<file path="src/sv/id_allocator_with_recycling_top_macros.svh">
// ----------------------------------------------------------------------------
// Assertion macros for the identifier allocator
// Shared wrappers around concurrent assertions clocked on clock, reset-gated.
// ----------------------------------------------------------------------------
`ifndef ID_ALLOCATOR_WITH_RECYCLING_TOP_MACROS_SVH
`define ID_ALLOCATOR_WITH_RECYCLING_TOP_MACROS_SVH

// Same-cycle implication.
`define IDA_ASSERT_NOW(label, ante, cons, msg) \
   label: assert property (@(posedge clock) disable iff (reset) (ante) |-> (cons)) \
      else $error(msg);

// Next-cycle implication.
`define IDA_ASSERT_NEXT(label, ante, cons, msg) \
   label: assert property (@(posedge clock) disable iff (reset) (ante) |=> (cons)) \
      else $error(msg);

`endif

</file>
<file path="src/sv/ida_pkg.sv">
// ----------------------------------------------------------------------------
// Identifier allocator package
// Widths, depths, codes and shared structs of the identifier allocator.
// ----------------------------------------------------------------------------
package ida_pkg;

   localparam int ID_WIDTH        = 16;
   localparam int FREE_DEPTH      = 1024;
   localparam int ADDR_WIDTH      = $clog2(FREE_DEPTH);
   localparam int COUNT_WIDTH     = $clog2(FREE_DEPTH + 1);
   localparam int OUT_DEPTH       = 3;
   localparam int OUT_PTR_WIDTH   = $clog2(OUT_DEPTH);
   localparam int OUT_COUNT_WIDTH = $clog2(OUT_DEPTH + 1);

   typedef enum logic {
      ACT_ALLOC   = 1'b0,
      ACT_RELEASE = 1'b1
   } action_type;

   typedef enum logic [1:0] {
      STATUS_OK        = 2'd0,
      STATUS_EXHAUSTED = 2'd1,
      STATUS_POOL_FULL = 2'd2
   } status_type;

   // Free stack access command.
   typedef struct packed {
      logic                  we;
      logic [ADDR_WIDTH-1:0] waddr;
      logic [ID_WIDTH-1:0]   wdata;
      logic                  re;
      logic [ADDR_WIDTH-1:0] raddr;
   } mem_cmd_type;

   // One finished result leaving the decision stage.
   typedef struct packed {
      logic                valid;
      logic [ID_WIDTH-1:0] id;
      status_type          status;
   } res_type;

   // One buffered result word.
   typedef struct packed {
      logic [ID_WIDTH-1:0] id;
      status_type          status;
   } rsp_type;

endpackage

</file>
<file path="src/sv/ida_out_buf.sv">
// ----------------------------------------------------------------------------
// Identifier allocator output buffer
// Small register queue that decouples the result side from the decision stage.
// ----------------------------------------------------------------------------
module ida_out_buf (
   input  logic                                clock,
   input  logic                                reset,
   input  ida_pkg::res_type                    res,
   output logic [ida_pkg::OUT_COUNT_WIDTH-1:0] out_count,
   output logic                                rsp_tvalid,
   input  logic                                rsp_tready,
   output ida_pkg::rsp_type                    rsp
);
   import ida_pkg::*;

   rsp_type                    entry_ff [OUT_DEPTH];
   logic [OUT_PTR_WIDTH-1:0]   wr_ptr_ff, wr_ptr_in;
   logic [OUT_PTR_WIDTH-1:0]   rd_ptr_ff, rd_ptr_in;
   logic [OUT_COUNT_WIDTH-1:0] count_ff, count_in;
   logic                       push, pop;

   assign push = res.valid;
   assign pop  = rsp_tvalid && rsp_tready;

   // Pointer and fill bookkeeping.
   always_comb begin
      wr_ptr_in = wr_ptr_ff;
      rd_ptr_in = rd_ptr_ff;
      count_in  = count_ff;
      if (push) begin
         wr_ptr_in = (wr_ptr_ff == OUT_PTR_WIDTH'(OUT_DEPTH - 1)) ? '0 : wr_ptr_ff + 1'b1;
      end
      if (pop) begin
         rd_ptr_in = (rd_ptr_ff == OUT_PTR_WIDTH'(OUT_DEPTH - 1)) ? '0 : rd_ptr_ff + 1'b1;
      end
      if (push && !pop) begin
         count_in = count_ff + 1'b1;
      end else if (pop && !push) begin
         count_in = count_ff - 1'b1;
      end
   end

   always_ff @(posedge clock) begin
      if (reset) begin
         wr_ptr_ff <= '0;
         rd_ptr_ff <= '0;
         count_ff  <= '0;
      end else begin
         wr_ptr_ff <= wr_ptr_in;
         rd_ptr_ff <= rd_ptr_in;
         count_ff  <= count_in;
      end
   end

   // Entry storage.
   always_ff @(posedge clock) begin
      if (push) begin
         entry_ff[wr_ptr_ff] <= '{id: res.id, status: res.status};
      end
   end

   assign out_count  = count_ff;
   assign rsp_tvalid = count_ff != '0;
   assign rsp        = entry_ff[rd_ptr_ff];

endmodule

</file>
<file path="config.mk">
export PLATFORM = sky130hd
export DESIGN_NAME = ida_out_buf
export DESIGN_NICKNAME = d
export VERILOG_FILES = /design/src/sv/id_allocator_with_recycling_top_macros.svh /design/src/sv/ida_pkg.sv /design/src/sv/ida_out_buf.sv
export SDC_FILE = /design/constraint.sdc
export NUM_CORES = 1
export LEC_CHECK = 0
export ABC_AREA = 1
export BUFFER_PORTS_ARGS = -buffer_cell sky130_fd_sc_hd__clkbuf_2
export CAP_MARGIN = 10
export CORE_MARGIN = 5
export CORE_UTILIZATION = 50
export CTS_BUF_LIST = sky130_fd_sc_hd__clkbuf_4 sky130_fd_sc_hd__clkbuf_8
export CTS_CLUSTER_DIAMETER = 40
export CTS_CLUSTER_SIZE = 8
export DETAILED_ROUTE_END_ITERATION = 12
export PLACE_DENSITY = 0.73
export SLEW_MARGIN = 40
export SYNTH_ARGS = -nofsm -noshare
export SYNTH_HDL_FRONTEND = slang
export SYNTH_SLANG_ARGS = --single-unit
</file>
<file path="constraint.sdc">
create_clock -name clock -period 4.8 [get_ports clock]
set_input_delay 0.72 -clock clock [delete_from_list [all_inputs] [get_ports clock]]
set_output_delay 0.72 -clock clock [all_outputs]
set_load 0.05 [all_outputs]
</file>
==> results by group <==
Timing
  • Setup violations, final: 0
  • Max frequency: 0.429 GHz
  • Slew of the pin with the lowest slew margin: 0.776 ns
  • Hold Worst Slack: 0.464 ns
  • Max Transition Viols Final: 0
  • Final setup TNS: 0 ns
  • Tmin final: 2.33 ns
  • Final hold vios: 0
  • Skew final: 0.00463 ns
  • Crit share post-route: 48.5%
  • Worst slew margin: 48.2%
  • RSZ-0062 raised after global routing: no

Worst hold path
  • Hold path endpoint: wr_ptr_ff[1]
  • Hold Path Depth: 2
  • Min-delay src: wr_ptr_ff[1]
  • Hold crit path type: reg -> reg

Floorplan
  • Core Footprint: 4660 µm²
  • Initial Util: 51.0%
  • Row cnt: 25
  • Die width: 79.0 µm
  • IO Pins: 43
  • Height of the die: 79.0 µm
  • Die ar.: 6230 µm²

Power and ir drop
  • Power Total: 1400 µW
  • VDD IR max: 0.000336 V
  • Leakage: 0.00111 µW
  • Pwr/cell area: 502 nW/µm²

Yosys
  • Avg Inst Size Synth: 13.0 µm²
  • Cells after Synth: 183
  • Post-synthesis net count: 206
  • Top FF cell, synth: edfxtp_1
  • EDFF count, synth: 54
  • #FFs+latches synth: 62
  • Post-synth cell types: 19
  • Ys async rst share: 0%
  • Post-Syn Area: 2380 µm²
  • Seq/Total Area, Yosys: 74.9%
  • Synth warn: 0

Route
  • Final antenna-violating net count: 0
  • DR pass1 iterations: 4
  • Total Wirelength: 4250 µm
  • DRC viols: 0
  • DR iter-0 viols: 104
  • Vias: 1,450
  • WL per Instance: 14.7 µm
  • Vias per cell: 5.00

Cells and area
  • # diodes: 0
  • Area grow syn2layout: 17.0%
  • Post-route insts no fill: 290
  • Layout cells sized above 1: 27.1%
  • Final Cell Area: 2780 µm²
  • Layout Nets: 254

Clocking
  • Clock tree sinks: 62
  • Clock latency on the worst-skew pair: 0.33 ns
  • CTS root buffer: clkbuf_8
  • CTS Buf Count: 9
  • Reg clk slew, reported paths: 0.06 ns
  • CTS resizes: 0
  • H-tree Lvls: 3
  • CTS tree: done
  • Hold Buf Count CTS: 0
  • CTS Buffer Depth: 2
  • Postcts setup bufs: 0

Placement
  • PortBufs: 42
  • DP Wirelength: 2660 µm
  • DP Cell Count: 274
  • Placed Area: 2590 µm²
  • Gp weighted congestion: 0.691

Critical path
  • Worst EP arrival: 1.61 ns
  • R2r startpoint: wr_ptr_ff[1]
  • Reg-to-reg critical path endpoint: entry_ff[2][2]
  • Worst setup path category: reg -> out
  • Crit path launch type: flop
  • R2R cell count: 3
  • Reg2reg setup slack: 3.25 ns
  • Critical Path Fanout Max: 19
  • Nature of the critical path endpoint: output pin
  • CP Data Required Time: 4.08 ns

Global routing
  • Largest net degree at the start of global routing: 20
  • Global-route wire length before repair: 7000 µm
  • Remaining global-route overflow: 0
  • GRT Overall Usage: 15.4%
  • Initial antenna violation count: 0
  • Vias in the first global route: 1,491

Job
  • Max cap viols: 0

Run status
  • Status: complete, no violations
[metal layers]
metal	GRT usage, %	vias to the layer above	wire, µm
li1	-	740	-
met1	17.9	661	1770
met2	23.7	41	2050
met3	5.22	8	322
met4	11.3	0	119
met5	0	-	0
[per-stage QoR]
| stage | utilization, % | setup slack (ns) |
|---|---|---|
| after floorplan | - | 2.35 |
| after global placement | 55.7 | 2.55 |
| after detailed placement | 55.7 | 2.54 |
| after CTS | 59.6 | 2.18 |
| after global routing | 59.7 | 2.33 |
| final | 59.7 | 2.47 |
[how the worst max path moves through the flow]
stage / end / slack, ns / cells past startpoint
after floorplan: entry_ff[2][0] / 2.35 / 2
after global placement: rsp[15] / 2.55 / 3
after detailed placement: rsp[15] / 2.54 / 3
after CTS: rsp[15] / 2.18 / 3
after global routing: rsp[4] / 2.33 / 3
final: rsp[14] / 2.47 / 3
[cell usage in the layout, fill, tap and decap left out, drive strengths merged]
cell type | Yosys | final
a21oi | 39 | 39
buf | 6 | 1
bufinv | 0 | 1
clkbuf | 0 | 52
clkinv | 0 | 5
dfxtp | 8 | 8
edfxtp | 54 | 54
ha | 1 | 1
inv | 15 | 15
nand2 | 29 | 29
nand3 | 3 | 3
nand4 | 1 | 1
nor2 | 23 | 23
nor3 | 1 | 1
o211ai | 1 | 1
o21a | 1 | 1
o21ai | 1 | 1
[flip-flops by register name, summed over array words and instances (netlist names), named ones only]
| register | count |
|---|---|
| rd_ptr_ff | 2 |
| wr_ptr_ff | 2 |
| entry_ff | 54 |
| out_count | 2 |
[critical path: stages, from the launching register on]
cell and delay (ns):
dfxtp_2 0.62, a21oi_1 0.14, a21oi_1 0.19, clkbuf_2 0.31
[report_power, final]
group	internal (µW)	switching, µW	total [µW]
sequential	619	29.2	648
combinational	73.5	250	324
clock	239	186	425
total	931	465	1400
[Yosys cell counts (2+ instances only)]
cell / number / area, µm²
edfxtp_1: 54 / 1620
nand3_1: 3 / 15.0
nand2_2: 2 / 12.5
inv_1: 13 / 48.8
a21oi_1: 39 / 195
nand2_1: 27 / 101
buf_6: 4 / 45.0
dfxtp_1: 8 / 160
nor2_1: 23 / 86.3
[cell families after synthesis]
| family | Yosys count | synth area share (%) |
|---|---|---|
| AND/OR/NAND/NOR | 57 | 9.53 |
| flip-flops | 62 | 74.9 |
| buffers and inverters | 21 | 5.95 |
| adder cells (fa/ha/maj) | 1 | 0.526 |
| AO/OA/AOI/OAI | 42 | 9.05 |
[cell type report]
type,instances,area [µm²]
Fill cell,366,1880
Sequential cell,62,1780
Multi-Input combinational cell,100,459
Timing Repair Buffer,43,218
Clock buffer,10,131
Inverter,15,68.8
Tap cell,54,67.6
Clock inverter,6,52.6
(Power assumes the default switching activity.)
