**config.mk**
```make
export PLATFORM = sky130hd
export DESIGN_NAME = ida_core
export DESIGN_NICKNAME = d
export VERILOG_FILES = /design/src/sv/id_allocator_with_recycling_top_macros.svh /design/src/sv/ida_pkg.sv /design/src/sv/ida_core.sv
export SDC_FILE = /design/constraint.sdc
export NUM_CORES = 1
export LEC_CHECK = 0
export BUFFER_PORTS_ARGS = -buffer_cell sky130_fd_sc_hd__buf_2
export CAP_MARGIN = 5
export CORE_ASPECT_RATIO = 0.8
export CORE_UTILIZATION = 40
export DETAILED_ROUTE_END_ITERATION = 8
export HOLD_SLACK_MARGIN = 0.1
export PLACE_DENSITY = 0.67
export SLEW_MARGIN = 15
export SYNTH_ARGS = -nofsm -noshare
export SYNTH_HDL_FRONTEND = slang
export SYNTH_SLANG_ARGS = --single-unit
```
**constraint.sdc**
```tcl
create_clock -name clock -period 5.75 [get_ports clock]
set_clock_uncertainty 0.05 [all_clocks]
set_input_delay 0.2875 -clock clock [delete_from_list [all_inputs] [get_ports clock]]
set_output_delay 0.2875 -clock clock [all_outputs]
set_load 0.1 [all_outputs]
```
**src/sv/id_allocator_with_recycling_top_macros.svh**
```systemverilog
// ----------------------------------------------------------------------------
// Assertion macros for the identifier allocator
// Shared wrappers around concurrent assertions clocked on clock, reset-gated.
// ----------------------------------------------------------------------------
`ifndef ID_ALLOCATOR_WITH_RECYCLING_TOP_MACROS_SVH
`define ID_ALLOCATOR_WITH_RECYCLING_TOP_MACROS_SVH

// Same-cycle implication.
`define IDA_ASSERT_NOW(label, ante, cons, msg) \
   label: assert property (@(posedge clock) disable iff (reset) (ante) |-> (cons)) \
      else $error(msg);

// Next-cycle implication.
`define IDA_ASSERT_NEXT(label, ante, cons, msg) \
   label: assert property (@(posedge clock) disable iff (reset) (ante) |=> (cons)) \
      else $error(msg);

`endif

```
**src/sv/ida_pkg.sv**
```systemverilog
// ----------------------------------------------------------------------------
// Identifier allocator package
// Widths, depths, codes and shared structs of the identifier allocator.
// ----------------------------------------------------------------------------
package ida_pkg;

   localparam int ID_WIDTH        = 16;
   localparam int FREE_DEPTH      = 1024;
   localparam int ADDR_WIDTH      = $clog2(FREE_DEPTH);
   localparam int COUNT_WIDTH     = $clog2(FREE_DEPTH + 1);
   localparam int OUT_DEPTH       = 3;
   localparam int OUT_PTR_WIDTH   = $clog2(OUT_DEPTH);
   localparam int OUT_COUNT_WIDTH = $clog2(OUT_DEPTH + 1);

   typedef enum logic {
      ACT_ALLOC   = 1'b0,
      ACT_RELEASE = 1'b1
   } action_type;

   typedef enum logic [1:0] {
      STATUS_OK        = 2'd0,
      STATUS_EXHAUSTED = 2'd1,
      STATUS_POOL_FULL = 2'd2
   } status_type;

   // Free stack access command.
   typedef struct packed {
      logic                  we;
      logic [ADDR_WIDTH-1:0] waddr;
      logic [ID_WIDTH-1:0]   wdata;
      logic                  re;
      logic [ADDR_WIDTH-1:0] raddr;
   } mem_cmd_type;

   // One finished result leaving the decision stage.
   typedef struct packed {
      logic                valid;
      logic [ID_WIDTH-1:0] id;
      status_type          status;
   } res_type;

   // One buffered result word.
   typedef struct packed {
      logic [ID_WIDTH-1:0] id;
      status_type          status;
   } rsp_type;

endpackage

```
**src/sv/ida_core.sv**
```systemverilog
// ----------------------------------------------------------------------------
// Identifier allocator decision stage
// Holds the counter, exhausted flag, stack count and mode; decides each word
// in the accept cycle and registers the result.
// ----------------------------------------------------------------------------
module ida_core (
   input  logic                                 clock,
   input  logic                                 reset,
   input  logic                                 csr_wr_en,
   input  logic                                 csr_wr_data,
   input  logic                                 req_tvalid,
   output logic                                 req_tready,
   input  logic                                 action,
   input  logic [ida_pkg::ID_WIDTH-1:0]         release_id,
   input  logic [ida_pkg::ID_WIDTH-1:0]         ram_rdata,
   input  logic [ida_pkg::OUT_COUNT_WIDTH-1:0]  out_count,
   output ida_pkg::mem_cmd_type                 mem_cmd,
   output ida_pkg::res_type                     res
);
   import ida_pkg::*;

   logic                   mode_ff;
   logic [ID_WIDTH-1:0]    counter_ff, counter_in;
   logic                   exh_ff, exh_in;
   logic [COUNT_WIDTH-1:0] count_ff, count_in;
   logic                   s1_valid_ff;
   logic                   s1_pop_ff, s1_pop_in;
   logic [ID_WIDTH-1:0]    s1_id_ff, s1_id_in;
   status_type             s1_status_ff, s1_status_in;

   logic                   fire;
   logic [ID_WIDTH-1:0]    counter_inc;
   logic [COUNT_WIDTH-1:0] count_dec;
   logic [OUT_COUNT_WIDTH:0] credit;

   // Accept only while the output buffer has room for every result in flight.
   assign credit     = {1'b0, out_count} + {{OUT_COUNT_WIDTH{1'b0}}, s1_valid_ff};
   assign req_tready = credit < (OUT_COUNT_WIDTH + 1)'(OUT_DEPTH);
   assign fire       = req_tvalid && req_tready;

   assign counter_inc = counter_ff + 1'b1;
   assign count_dec   = count_ff - 1'b1;

   // Decide the word from the current state.
   always_comb begin
      counter_in    = counter_ff;
      exh_in        = exh_ff;
      count_in      = count_ff;
      s1_pop_in     = 1'b0;
      s1_id_in      = '0;
      s1_status_in  = STATUS_OK;
      mem_cmd.we    = 1'b0;
      mem_cmd.waddr = count_ff[ADDR_WIDTH-1:0];
      mem_cmd.wdata = release_id;
      mem_cmd.re    = 1'b0;
      mem_cmd.raddr = count_dec[ADDR_WIDTH-1:0];
      if (fire) begin
         if (!mode_ff) begin
            // Monotonic mode: a release is dropped.
            if (action == ACT_ALLOC) begin
               if (exh_ff) begin
                  s1_status_in = STATUS_EXHAUSTED;
               end else begin
                  counter_in = counter_inc;
                  if (counter_inc == '0) begin
                     exh_in       = 1'b1;
                     s1_status_in = STATUS_EXHAUSTED;
                  end else begin
                     s1_id_in = counter_inc;
                  end
               end
            end
         end else if (action == ACT_ALLOC) begin
            // Recycling allocate: pop the newest freed ID, else bump the counter.
            if (count_ff != '0) begin
               count_in   = count_dec;
               mem_cmd.re = 1'b1;
               s1_pop_in  = 1'b1;
            end else begin
               counter_in = counter_inc;
               if (counter_inc == '0) begin
                  s1_status_in = STATUS_EXHAUSTED;
               end else begin
                  s1_id_in = counter_inc;
               end
            end
         end else begin
            // Recycling release: push unless the stack is full.
            if (count_ff == COUNT_WIDTH'(FREE_DEPTH)) begin
               s1_status_in = STATUS_POOL_FULL;
            end else begin
               mem_cmd.we = 1'b1;
               count_in   = count_ff + 1'b1;
            end
         end
      end
   end

   // Control state.
   always_ff @(posedge clock) begin
      if (reset) begin
         mode_ff     <= 1'b0;
         counter_ff  <= '0;
         exh_ff      <= 1'b0;
         count_ff    <= '0;
         s1_valid_ff <= 1'b0;
      end else begin
         if (csr_wr_en) begin
            mode_ff <= csr_wr_data;
         end
         counter_ff  <= counter_in;
         exh_ff      <= exh_in;
         count_ff    <= count_in;
         s1_valid_ff <= fire;
      end
   end

   // Result payload.
   always_ff @(posedge clock) begin
      if (fire) begin
         s1_pop_ff    <= s1_pop_in;
         s1_id_ff     <= s1_id_in;
         s1_status_ff <= s1_status_in;
      end
   end

   // A popped ID comes from the stack memory's registered read data in the cycle after the read.
   assign res.valid  = s1_valid_ff;
   assign res.id     = s1_pop_ff ? ram_rdata : s1_id_ff;
   assign res.status = s1_status_ff;

endmodule

```
==> results of run 1 <==
==> area by class of cell <==
cell class                      instances  share of cell area
Multi-Input combinational cell        255              0.4925
Sequential cell                        49              0.3352
Timing Repair Buffer                   65             0.09312
Tap cell                              108             0.03868
Clock buffer                            6             0.02077
Clock inverter                          2             0.01110
Inverter                                8            0.008596
==> critical path: stages, from the launching register on <==
cell and delay [ps]:
dfxtp_1 390, inv_1 140, ha_1 190, nor3b_2 380, nand2_1 150, or3_1 350, xnor2_1 160, buf_2 450
==> state kept, by name, indices dropped and copies added (netlist names) <==
signal,flops
count_ff,11
counter_ff,16
exh_ff,1
mode_ff,1
s1_id_ff,16
s1_pop_ff,1
s1_status_ff,2
s1_valid_ff,1
==> how the worst min path moves through the flow <==
stage,slack [ps],depth (start not counted),end,start
after floorplan,380,2,exh_ff$_SDFFE_PP0P_,exh_ff$_SDFFE_PP0P_
after global placement,400,2,exh_ff$_SDFFE_PP0P_,exh_ff$_SDFFE_PP0P_
after detailed placement,420,2,exh_ff$_SDFFE_PP0P_,exh_ff$_SDFFE_PP0P_
after CTS,160,3,mode_ff$_SDFFE_PP0P_,csr_wr_data
after global routing,210,3,mode_ff$_SDFFE_PP0P_,csr_wr_data
final,170,3,mode_ff$_SDFFE_PP0P_,csr_wr_data
==> cells in the final DEF (no fill, tap or decap), types with 5 or more instances in the layout <==
cell type   n
dfxtp_1    30
xnor2_1    18
nand2_1    35
o21ai_0    10
nand4_1     8
nand3_1    11
edfxtp_1   19
a21oi_1     6
mux2_2     16
ha_1        6
buf_2      65
clkbuf_8    5
nor4_1      7
nor2_1     54
xor2_1     26
nor3_1      6
inv_1       8
==> metal layers <==
metal  part of all wire  GRT usage  vias to the layer above
met2               0.43     0.2400                      108
met3              0.075    0.03535                       15
met1               0.48     0.2307                     1148
met5                  0          0                        -
li1                   -          -                     1264
met4              0.013    0.04738                        0
==> cell families after synthesis <==
group           count (synthesis)  share of synthesized area
mux                            19                    0.06470
compound gates                 38                    0.08155
simple gates                  147                     0.2332
buf+inv                        63                     0.1164
fa+ha+maj                       6                    0.02297
flops                          49                     0.3583
xor+xnor                       45                     0.1229
==> synth_stat cells (3+ instances only) <==
master | instances | share of area
a21oi_1 | 7 | 0.011
xnor2_1 | 18 | 0.048
edfxtp_1 | 19 | 0.17
xor2_1 | 26 | 0.070
o21ai_0 | 10 | 0.015
nand4_1 | 8 | 0.015
buf_2 | 10 | 0.015
nor4_1 | 7 | 0.013
mux2_2 | 16 | 0.055
a211oi_1 | 4 | 0.0092
and4_1 | 3 | 0.0080
nand3_1 | 11 | 0.017
ha_1 | 6 | 0.023
and3_1 | 3 | 0.0057
or3_1 | 4 | 0.0077
nand2_1 | 35 | 0.040
nor2_1 | 54 | 0.062
nor3_1 | 6 | 0.0092
buf_4 | 29 | 0.067
inv_1 | 8 | 0.0092
dfxtp_1 | 30 | 0.18
clkbuf_1 | 12 | 0.014
buf_6 | 3 | 0.010
==> stage by stage <==
stage,area [um^2],power [uW]
2_1_floorplan,3268,684.5
3_3_place_gp,3378,667.7
3_5_place_dp,3378,670.2
4_1_cts,3490,917.1
5_1_grt,3493,950.3
6_report,3493,907.1
==> power by group through the flow <==
stage	sequential (uW)	clock, uW	combinational, uW
2_1_floorplan	393	0	292
3_3_place_gp	393	0	275
3_5_place_dp	393	0	277
4_1_cts	385	254	277
5_1_grt	388	273	289
6_report	385	246	276
==> summary.md, run 1 <==
| Metric | Value |
|---|---|
| Worst vdd rail ir drop | `~0.13 mV` |
| Via-per-instance ratio | `5.142` |
| Clock period minus worst slack | `roughly 2900 ps` |
| Height of the die | `between 80 and 90 um` |
| Finished Core Util | `0.4416` |
| Synthesized area per cell | `8.905 um^2` |
| Synth warn | `0` |
| Transition time at the pin with the least slew margin | `about 820 ps` |
| Portion of total power attributed to combinational logic | `0.304` |
| Sw Share | `0.3867` |
| Result of the run | `finished clean` |
| Combined area of the multi-input logic cells | `around 1700 um^2` |
| Worst hold path class | `in -> reg` |
| Peak fanout along the critical path | `8` |
| Pin count of the biggest net entering global routing | `31` |
| Fraction of layout cells with a size suffix above 1 | `0.2727` |
| Row cnt | `29` |
| Max Freq | `between 0.3 and 0.4 GHz` |
| Number of synthesized flops with an enable pin | `19` |
| Kind of start point of the critical path | `flop` |
| Die area | `between 8000 and 9000 um^2` |
| Floorplan die width | `around 100 um` |
| Placer Congestion | `around 0.84` |
| Aggregate global routing overflow | `0` |
| Worst slew margin relative to its limit | `0.4516` |
| Net count of the mapped netlist | `413` |
| RSZ-0062 raised after global routing | `false` |
| Maximum Capacitance Violations | `0` |
| Crit. End Element | `primary output` |
| I/O Buffers | `65` |
| Number of fill cells | `797` |
| Source-to-sink clock delay at the later pin of the worst-skew pair | `~300 ps` |
| CORE AREA | `slightly below 8000 um^2` |
| Synth async-reset ratio | `0` |
| Area growth from synthesis to final layout | `6.891%` |
| Filler-free cell count of the finished design | `slightly below 500` |
| CP Data Arrival Time | `about 2500 ps` |
| Power per cell area | `roughly 260 nW/um^2` |
| Pre-CTS setup slack | `roughly 2700 ps` |
| Count of hold buffers inserted by post-cts repair | `0` |
| Vias in the first global route | `~2300` |
| Reg2reg start | `counter_ff[0]$_SDFFE_PP0P_` |
| Setup crit end | `mem_cmd[8]` |
| Final-layout setup total negative slack | `0 ps` |
| Synth cell types | `53` |
| Seq cells post-synth | `49` |
| Portion of total power attributed to the clock network | `0.271` |
| Total clock buffers created by CTS | `5` |
| Detail Route Antenna Nets | `0` |
| Worst endpoint required time | `5410 ps` |
| Internal power component | `between 500 and 600 uW` |
| Share of total power in sequential cells | `0.425` |
| Half-perimeter wire length after detailed placement | `4698 um` |
| Most instantiated flip-flop cell in the synthesis netlist | `dfxtp_1` |
| Residual DRC | `0` |
| Number of cells on the worst reg-to-reg path | `7` |
| Maximum clock path buffer count | `2` |
| Switching power | `350.8 uW` |
| Setup-violating endpoint count in the final report | `0` |
| Clock transition at the register clock pins on the worst setup and hold paths after CTS | `90 ps` |
| Crit share post-route | `0.4961` |
| Final hold slack | `roughly 170 ps` |
| Slack of the worst reg-to-reg path | `roughly 3000 ps` |
| Placed Cells | `485` |
| Gate count after technology mapping | `367` |
| Seq. cell area | `about 1200 um^2` |
| Post-CTS setup buffer count | `0` |
| First-iteration detailed-routing DRC count | `between 150 and 200` |
| Number of antenna violations at the first check in global routing | `0` |
| Layout Nets | `430` |
| Combined global-route utilization of all metal layers | `0.1608` |
| Count of TritonRoute iterations in the first routing pass | `6` |
| DR vias | `~2500` |
| Total count of hold-check failures in the final report | `0` |
| Wire length per cell after detailed routing | `between 10 and 15 um` |
| Number of sinks handled by clock tree synthesis | `49` |
| Wire length of the first global-routing pass | `approximately 11000 um` |
| Crit Reg-Reg Endpoint | `s1_id_ff[5]$_DFFE_PP_` |
| TritonCTS clock tree | `yes` |
| Detailed Route WL | `6554 um` |
| CTS HTree Levels | `2` |
| Final slew viol count | `0` |
| LEAKAGE | `0.001324 uW` |
| Gates resized, CTS repair | `0` |
| Launching element of the worst setup path | `count_ff[0]$_SDFFE_PP0P_` |
| Number of top-level design ports | `98` |
| Synthesized cell area | `around 3300 um^2` |
| Final worst-path setup slack | `slightly below 3000 ps` |
| Number of antenna cells inserted | `0` |
| Initial Util | `0.4132` |
| Cell at the root of the clock tree | `clkbuf_8` |
| Crit path kind | `reg -> out` |
| Post-synthesis sequential area ratio | `0.3583` |
Power figures use the tool's default switching activity.
==> run 2, diff against run 1 <==
Clock period 5.75 ns to 2.65 ns, I/O delays scaled along.
==> run 2 against run 1 <==
Clock-buffer cell count is the same. Via count rose by 1.7%. Final area up 8.6%. First-iteration DRC count decreased by 26%. Global-route usage is 0.50 points lower. Sequential power grew 120%. Combinational power up 140%. Utilization is 3.8 points higher.
==> summary.md, run 2 (synthesized netlist as in run 1, its figures left out) <==
| Metric | Value |
|---|---|
| Fraction of layout cells with a size suffix above 1 | `0.3416` |
| Most common library cell in the layout ignoring fill and taps | `buf_2` |
| Worst endpoint required time | `~2500 ps` |
| LEAKAGE | `roughly 0.0015 uW` |
| Height of the die | `approximately 83 um` |
| Count of TritonRoute iterations in the first routing pass | `4` |
| Detailed Route WL | `roughly 6500 um` |
| Aggregate global routing overflow | `0` |
| Seq. cell area | `about 1200 um^2` |
| Setup-violating endpoint count in the final report | `0` |
| Max Freq | `around 0.4 GHz` |
| Clock period minus worst slack | `2507 ps` |
| Result of the run | `finished clean` |
| Combined global-route utilization of all metal layers | `0.1558` |
| Half-perimeter wire length after detailed placement | `4735 um` |
| Total buffers and inverters traversed by the critical path | `2` |
| Row cnt | `29` |
| Via-per-instance ratio | `about 5.0` |
| Placer Congestion | `around 0.85` |
| Met1 Usage GRT | `0.2244` |
| Number of sinks handled by clock tree synthesis | `49` |
| Peak fanout along the critical path | `8` |
| CTS HTree Levels | `2` |
| Worst hold path class | `in -> reg` |
| Layout Nets | `~450` |
| Vias in the first global route | `between 2000 and 2500` |
| TritonCTS clock tree | `yes` |
| I/O Buffers | `65` |
| Floorplan die width | `just over 100 um` |
| Residual DRC | `0` |
| Number of top-level design ports | `98` |
| First-iteration detailed-routing DRC count | `around 110` |
| Maximum clock path buffer count | `2` |
| Most frequent cells in the layout | `62 x buf_2, 54 x nor2_1, 33 x nand2_1, 28 x dfxtp_1, 23 x xor2_1` |
| Finished Core Util | `0.4798` |
| Initial Util | `0.4132` |
| Combined area of the multi-input logic cells | `1861 um^2` |
| RSZ-0062 raised after global routing | `false` |
| Most crowded layer after global routing | `met2` |
| Worst vdd rail ir drop | `between 0.2 and 0.3 mV` |
| Biggest cell delay along the critical path | `roughly 380 ps` |
| Clock transition at the register clock pins on the worst setup and hold paths after CTS | `~90 ps` |
| Cell at the root of the clock tree | `clkbuf_8` |
| Source-to-sink clock delay at the later pin of the worst-skew pair | `roughly 300 ps` |
| Number of antenna violations at the first check in global routing | `0` |
| Final slew viol count | `0` |
| Die area | `8538 um^2` |
| GR met3 Demand/Resource | `0.03535` |
| Wire length per cell after detailed routing | `approximately 13 um` |
| Kind of start point of the critical path | `flop` |
| Dominant delay contributor by cell family on the critical path | `simple AND/OR/NAND/NOR gates` |
| Cell with the biggest individual delay on the critical path | `dfxtp_2` |
| Wire length of the first global-routing pass | `10700 um` |
| Area growth from synthesis to final layout | `16.12%` |
| Total count of hold-check failures in the final report | `0` |
| Cells traversed along the worst timing path | `clkinvlp_4, ha_4, nor3b_4, nand2_2, or3_4, xnor2_4, clkbuf_4` |
| Crit. End Element | `primary output` |
| Largest registers | `counter_ff (16), s1_id_ff (16), count_ff (11)` |
| Maximum Capacitance Violations | `0` |
| Number of fill cells | `about 730` |
| Number of antenna cells inserted | `0` |
| Worst slew margin relative to its limit | `0.5406` |
| DR vias | `roughly 2600` |
| Transition time at the pin with the least slew margin | `between 600 and 700 ps` |
| Final-layout setup total negative slack | `0 ps` |
| Detail Route Antenna Nets | `0` |
| Total clock buffers created by CTS | `5` |
| Crit share post-route | `0.9461` |
| Met2 layer usage reported by global route | `0.2327` |
| CORE AREA | `7910 um^2` |
| CP Data Arrival Time | `roughly 2300 ps` |
| Power per cell area | `approximately 510 nW/um^2` |
| Pin count of the biggest net entering global routing | `31` |
| Total power consumption of the routed design | `approximately 1900 uW` |
| Crit path kind | `reg -> out` |
run 2: worst paths after layout:
kind	start	to	slack, ps	cells past startpoint
max	count_ff[0]$_SDFFE_PP0P_	mem_cmd[8]	140	7
max reg2reg	counter_ff[1]$_SDFFE_PP0P_	s1_id_ff[2]$_DFFE_PP_	250	8
min	req_tvalid	s1_valid_ff$_SDFF_PP0_	150	3
min reg2reg	exh_ff$_SDFFE_PP0P_	exh_ff$_SDFFE_PP0P_	440	2
run 2: layout make-up:
type / instances / share of cell area
Clock buffer: 6 / 0.01912
Clock inverter: 2 / 0.003627
Inverter: 8 / 0.008902
Multi-Input combinational cell: 255 / 0.4903
Sequential cell: 49 / 0.3093
Tap cell: 108 / 0.03561
Timing Repair Buffer: 84 / 0.1332
run 2: stage by stage:
stage	setup WS (ps)	hold WS, ps	cell area [um^2]	std cells
finish	142.8	150.3	3795	512
global route	6.884	146.3	3795	512
CTS	21.84	144.3	3791	512
detailed placement	243.0	215.7	3685	502
global placement	325.7	215.7	3685	502
floorplan	-182.2	229.7	3417	367
run 2: report_power, final:
group | total, uW | internal, uW | switching (uW) | leakage, uW
Sequential | 830 | 810 | 20.4 | 0.000434
Clock | 436 | 189 | 247 | 0.0000456
Combinational | 673 | 162 | 511 | 0.000979
Total | 1940 | 1160 | 778 | 0.00146
run 2: routing by layer:
metal | vias up | wire, um
li1 | 1298 | -
met1 | 1201 | 3297
met2 | 75 | 2753
met3 | 4 | 367
met4 | 0 | 39
met5 | - | 0
run 2: what timing repair did:
| action | 4_1_cts | 5_1_grt |
|---|---|---|
| endpoints found under the setup margin | 0 | 2 |
| gates resized for setup | 0 | 2 |
| hold endpoints to repair | 1 | 0 |
| buffers inserted | 0 | 0 |
| hold buffers | 2 | 0 |
run 2: worst min-delay path, cell delays in order:
cell and delay, ps:
buf_2 100, nand2_2 120, nor2_1 100
==> run 3, diff against run 2 <==
--- a/constraint.sdc
+++ b/constraint.sdc
@@ -4,2 +4,2 @@
 set_output_delay 0.1325 -clock clock [all_outputs]
-set_load 0.1 [all_outputs]
+set_load 0.05 [all_outputs]
==> run 3 against run 2 <==
Die area unchanged. Wire length increased by 3.4%. Sequential power about the same. Final cell count decreased by 0.59%. Critical endpoint unchanged.
==> summary.md, run 3 (synthesized netlist as in run 1, its figures left out) <==
| Metric | Value |
|---|---|
| Result of the run | `finished clean` |
| Die area | `~8500 um^2` |
| Max Freq | `approximately 0.40 GHz` |
| Height of the die | `between 80 and 90 um` |
| Number of sinks handled by clock tree synthesis | `roughly 50` |
| First-iteration detailed-routing DRC count | `roughly 190` |
| Crit path kind | `reg -> out` |
| CP Data Arrival Time | `2330 ps` |
| Launching element of the worst setup path | `count_ff[1]$_SDFFE_PP0P_` |
| Cells traversed along the worst timing path | `inv_1, ha_1, nor3b_2, nand2_1, or3_1, xnor2_4, buf_2` |
| DR vias | `~2600` |
| Via-per-instance ratio | `between 5 and 6` |
| Detail Route Antenna Nets | `0` |
| Power per cell area | `between 400 and 500 nW/um^2` |
| Most frequent cells in the layout | `64 x buf_2, 54 x nor2_1, 35 x nand2_1, 30 x dfxtp_1, 26 x xor2_1` |
| Source-to-sink clock delay at the later pin of the worst-skew pair | `300 ps` |
| Crit Reg-Reg Endpoint | `counter_ff[15]$_SDFFE_PP0P_` |
| Combined global-route utilization of all metal layers | `0.1551` |
| Worst hold path class | `in -> out` |
| Cell depth of the worst hold path | `0` |
| Crit share post-route | `0.9464` |
| Final-layout setup total negative slack | `0 ps` |
| Row cnt | `29` |
| Setup-violating endpoint count in the final report | `0` |
| Final slew viol count | `0` |
| Biggest cell delay along the critical path | `430 ps` |
| Area growth from synthesis to final layout | `12.06%` |
| Worst slew margin relative to its limit | `0.6000` |
| Clock period minus worst slack | `~2500 ps` |
| Cell with the biggest individual delay on the critical path | `or3_1` |
| Count of TritonRoute iterations in the first routing pass | `4` |
| Wire length per cell after detailed routing | `13.12 um` |
| RSZ-0062 raised after global routing | `false` |
| Layout Nets | `~450` |
| Total count of hold-check failures in the final report | `0` |
| Number of cells on the worst reg-to-reg path | `8` |
| Dominant delay contributor by cell family on the critical path | `simple AND/OR/NAND/NOR gates` |
| Reg2reg start | `count_ff[1]$_SDFFE_PP0P_` |
| Number of fill cells | `~760` |
| Most common library cell in the layout ignoring fill and taps | `buf_2` |
| Fraction of layout cells with a size suffix above 1 | `0.3117` |
| LEAKAGE | `0.001417 uW` |
| I/O Buffers | `between 60 and 70` |
| Beginning of the worst hold path | `release_id[1]` |
| Initial Util | `0.4132` |
| Peak fanout along the critical path | `7` |
| Number of top-level design ports | `just under 100` |
| Residual DRC | `0` |
| Seq. cell area | `~1200 um^2` |
| Number of antenna violations at the first check in global routing | `0` |
| Maximum clock path buffer count | `2` |
| Clock transition at the register clock pins on the worst setup and hold paths after CTS | `~90 ps` |
| Wire length of the first global-routing pass | `roughly 11000 um` |
| Largest registers | `counter_ff (16), s1_id_ff (16), count_ff (11)` |
| TritonCTS clock tree | `yes` |
| Worst endpoint required time | `around 2500 ps` |
| Kind of start point of the critical path | `flop` |
| Cell at the root of the clock tree | `clkbuf_8` |
| Floorplan die width | `approximately 100 um` |
| Worst min-delay path endpoint | `mem_cmd[12]` |
| Half-perimeter wire length after detailed placement | `between 4000 and 5000 um` |
| Crit. End Element | `primary output` |
| Post-CTS setup buffer count | `0` |
| Placer Congestion | `slightly below 0.9` |
| Transition time at the pin with the least slew margin | `~600 ps` |
| CTS HTree Levels | `2` |
| Total power consumption of the routed design | `1811 uW` |
| Vias in the first global route | `between 2000 and 2500` |
| Slack of the worst reg-to-reg path | `approximately 280 ps` |
| Pin count of the biggest net entering global routing | `31` |
| Total buffers and inverters traversed by the critical path | `2` |
| Total clock buffers created by CTS | `5` |
| Maximum Capacitance Violations | `0` |
| Detailed Route WL | `approximately 6700 um` |
| Number of antenna cells inserted | `0` |
| Aggregate global routing overflow | `0` |
| CORE AREA | `7910 um^2` |
| Worst vdd rail ir drop | `0.2067 mV` |
| Combined area of the multi-input logic cells | `roughly 1800 um^2` |
-- run 3: how the worst max path moves through the flow --
stage,to,slack (ps),cells past startpoint
floorplan,count_ff[8]$_SDFFE_PP0P_,100,8
global placement,counter_ff[15]$_SDFFE_PP0P_,360,8
detailed placement,counter_ff[15]$_SDFFE_PP0P_,310,8
CTS,mem_cmd[9],70,6
global route,mem_cmd[8],4,7
finish,mem_cmd[8],140,7
-- run 3: final cells by class --
class	instances	area share
timing repair buffer	81	0.1237
multi-input combinational	255	0.4797
sequential	49	0.3198
tap	108	0.03690
clock inverter	3	0.01196
clock buffer	5	0.01879
inverter	8	0.009224
-- run 3: through the flow --
stage                     instance area [um^2]  instances    util  setup WS [ps]  hold slack, ps
final                                     3662        509  0.4630          142.0           215.0
after global routing                      3662        509  0.4630          4.369           215.1
after CTS                                 3660        509  0.4627          69.55           215.4
after detailed placement                  3527        499  0.4459          306.0           215.4
after global placement                    3527        499  0.4459          364.0           215.4
after floorplan                           3312        367       -          96.12           229.7
-- run 3: power breakdown --
part / internal [uW] / switching [uW]
Sequential: 809 / 23.6
Combinational: 132 / 304
Clock: 283 / 258
Total: 1220 / 586
-- run 3: per-layer routing --
layer  global-route usage  wire, um
met1               0.2401      3428
met2               0.2139      2789
met3              0.03367       387
met4              0.04225        73
met5                    0         0
-- run 3: repair_timing --
item	CTS	global route
gates resized for setup	0	2
hold buffers	2	0
hold endpoints to repair	1	0
setup endpoints to repair	0	1
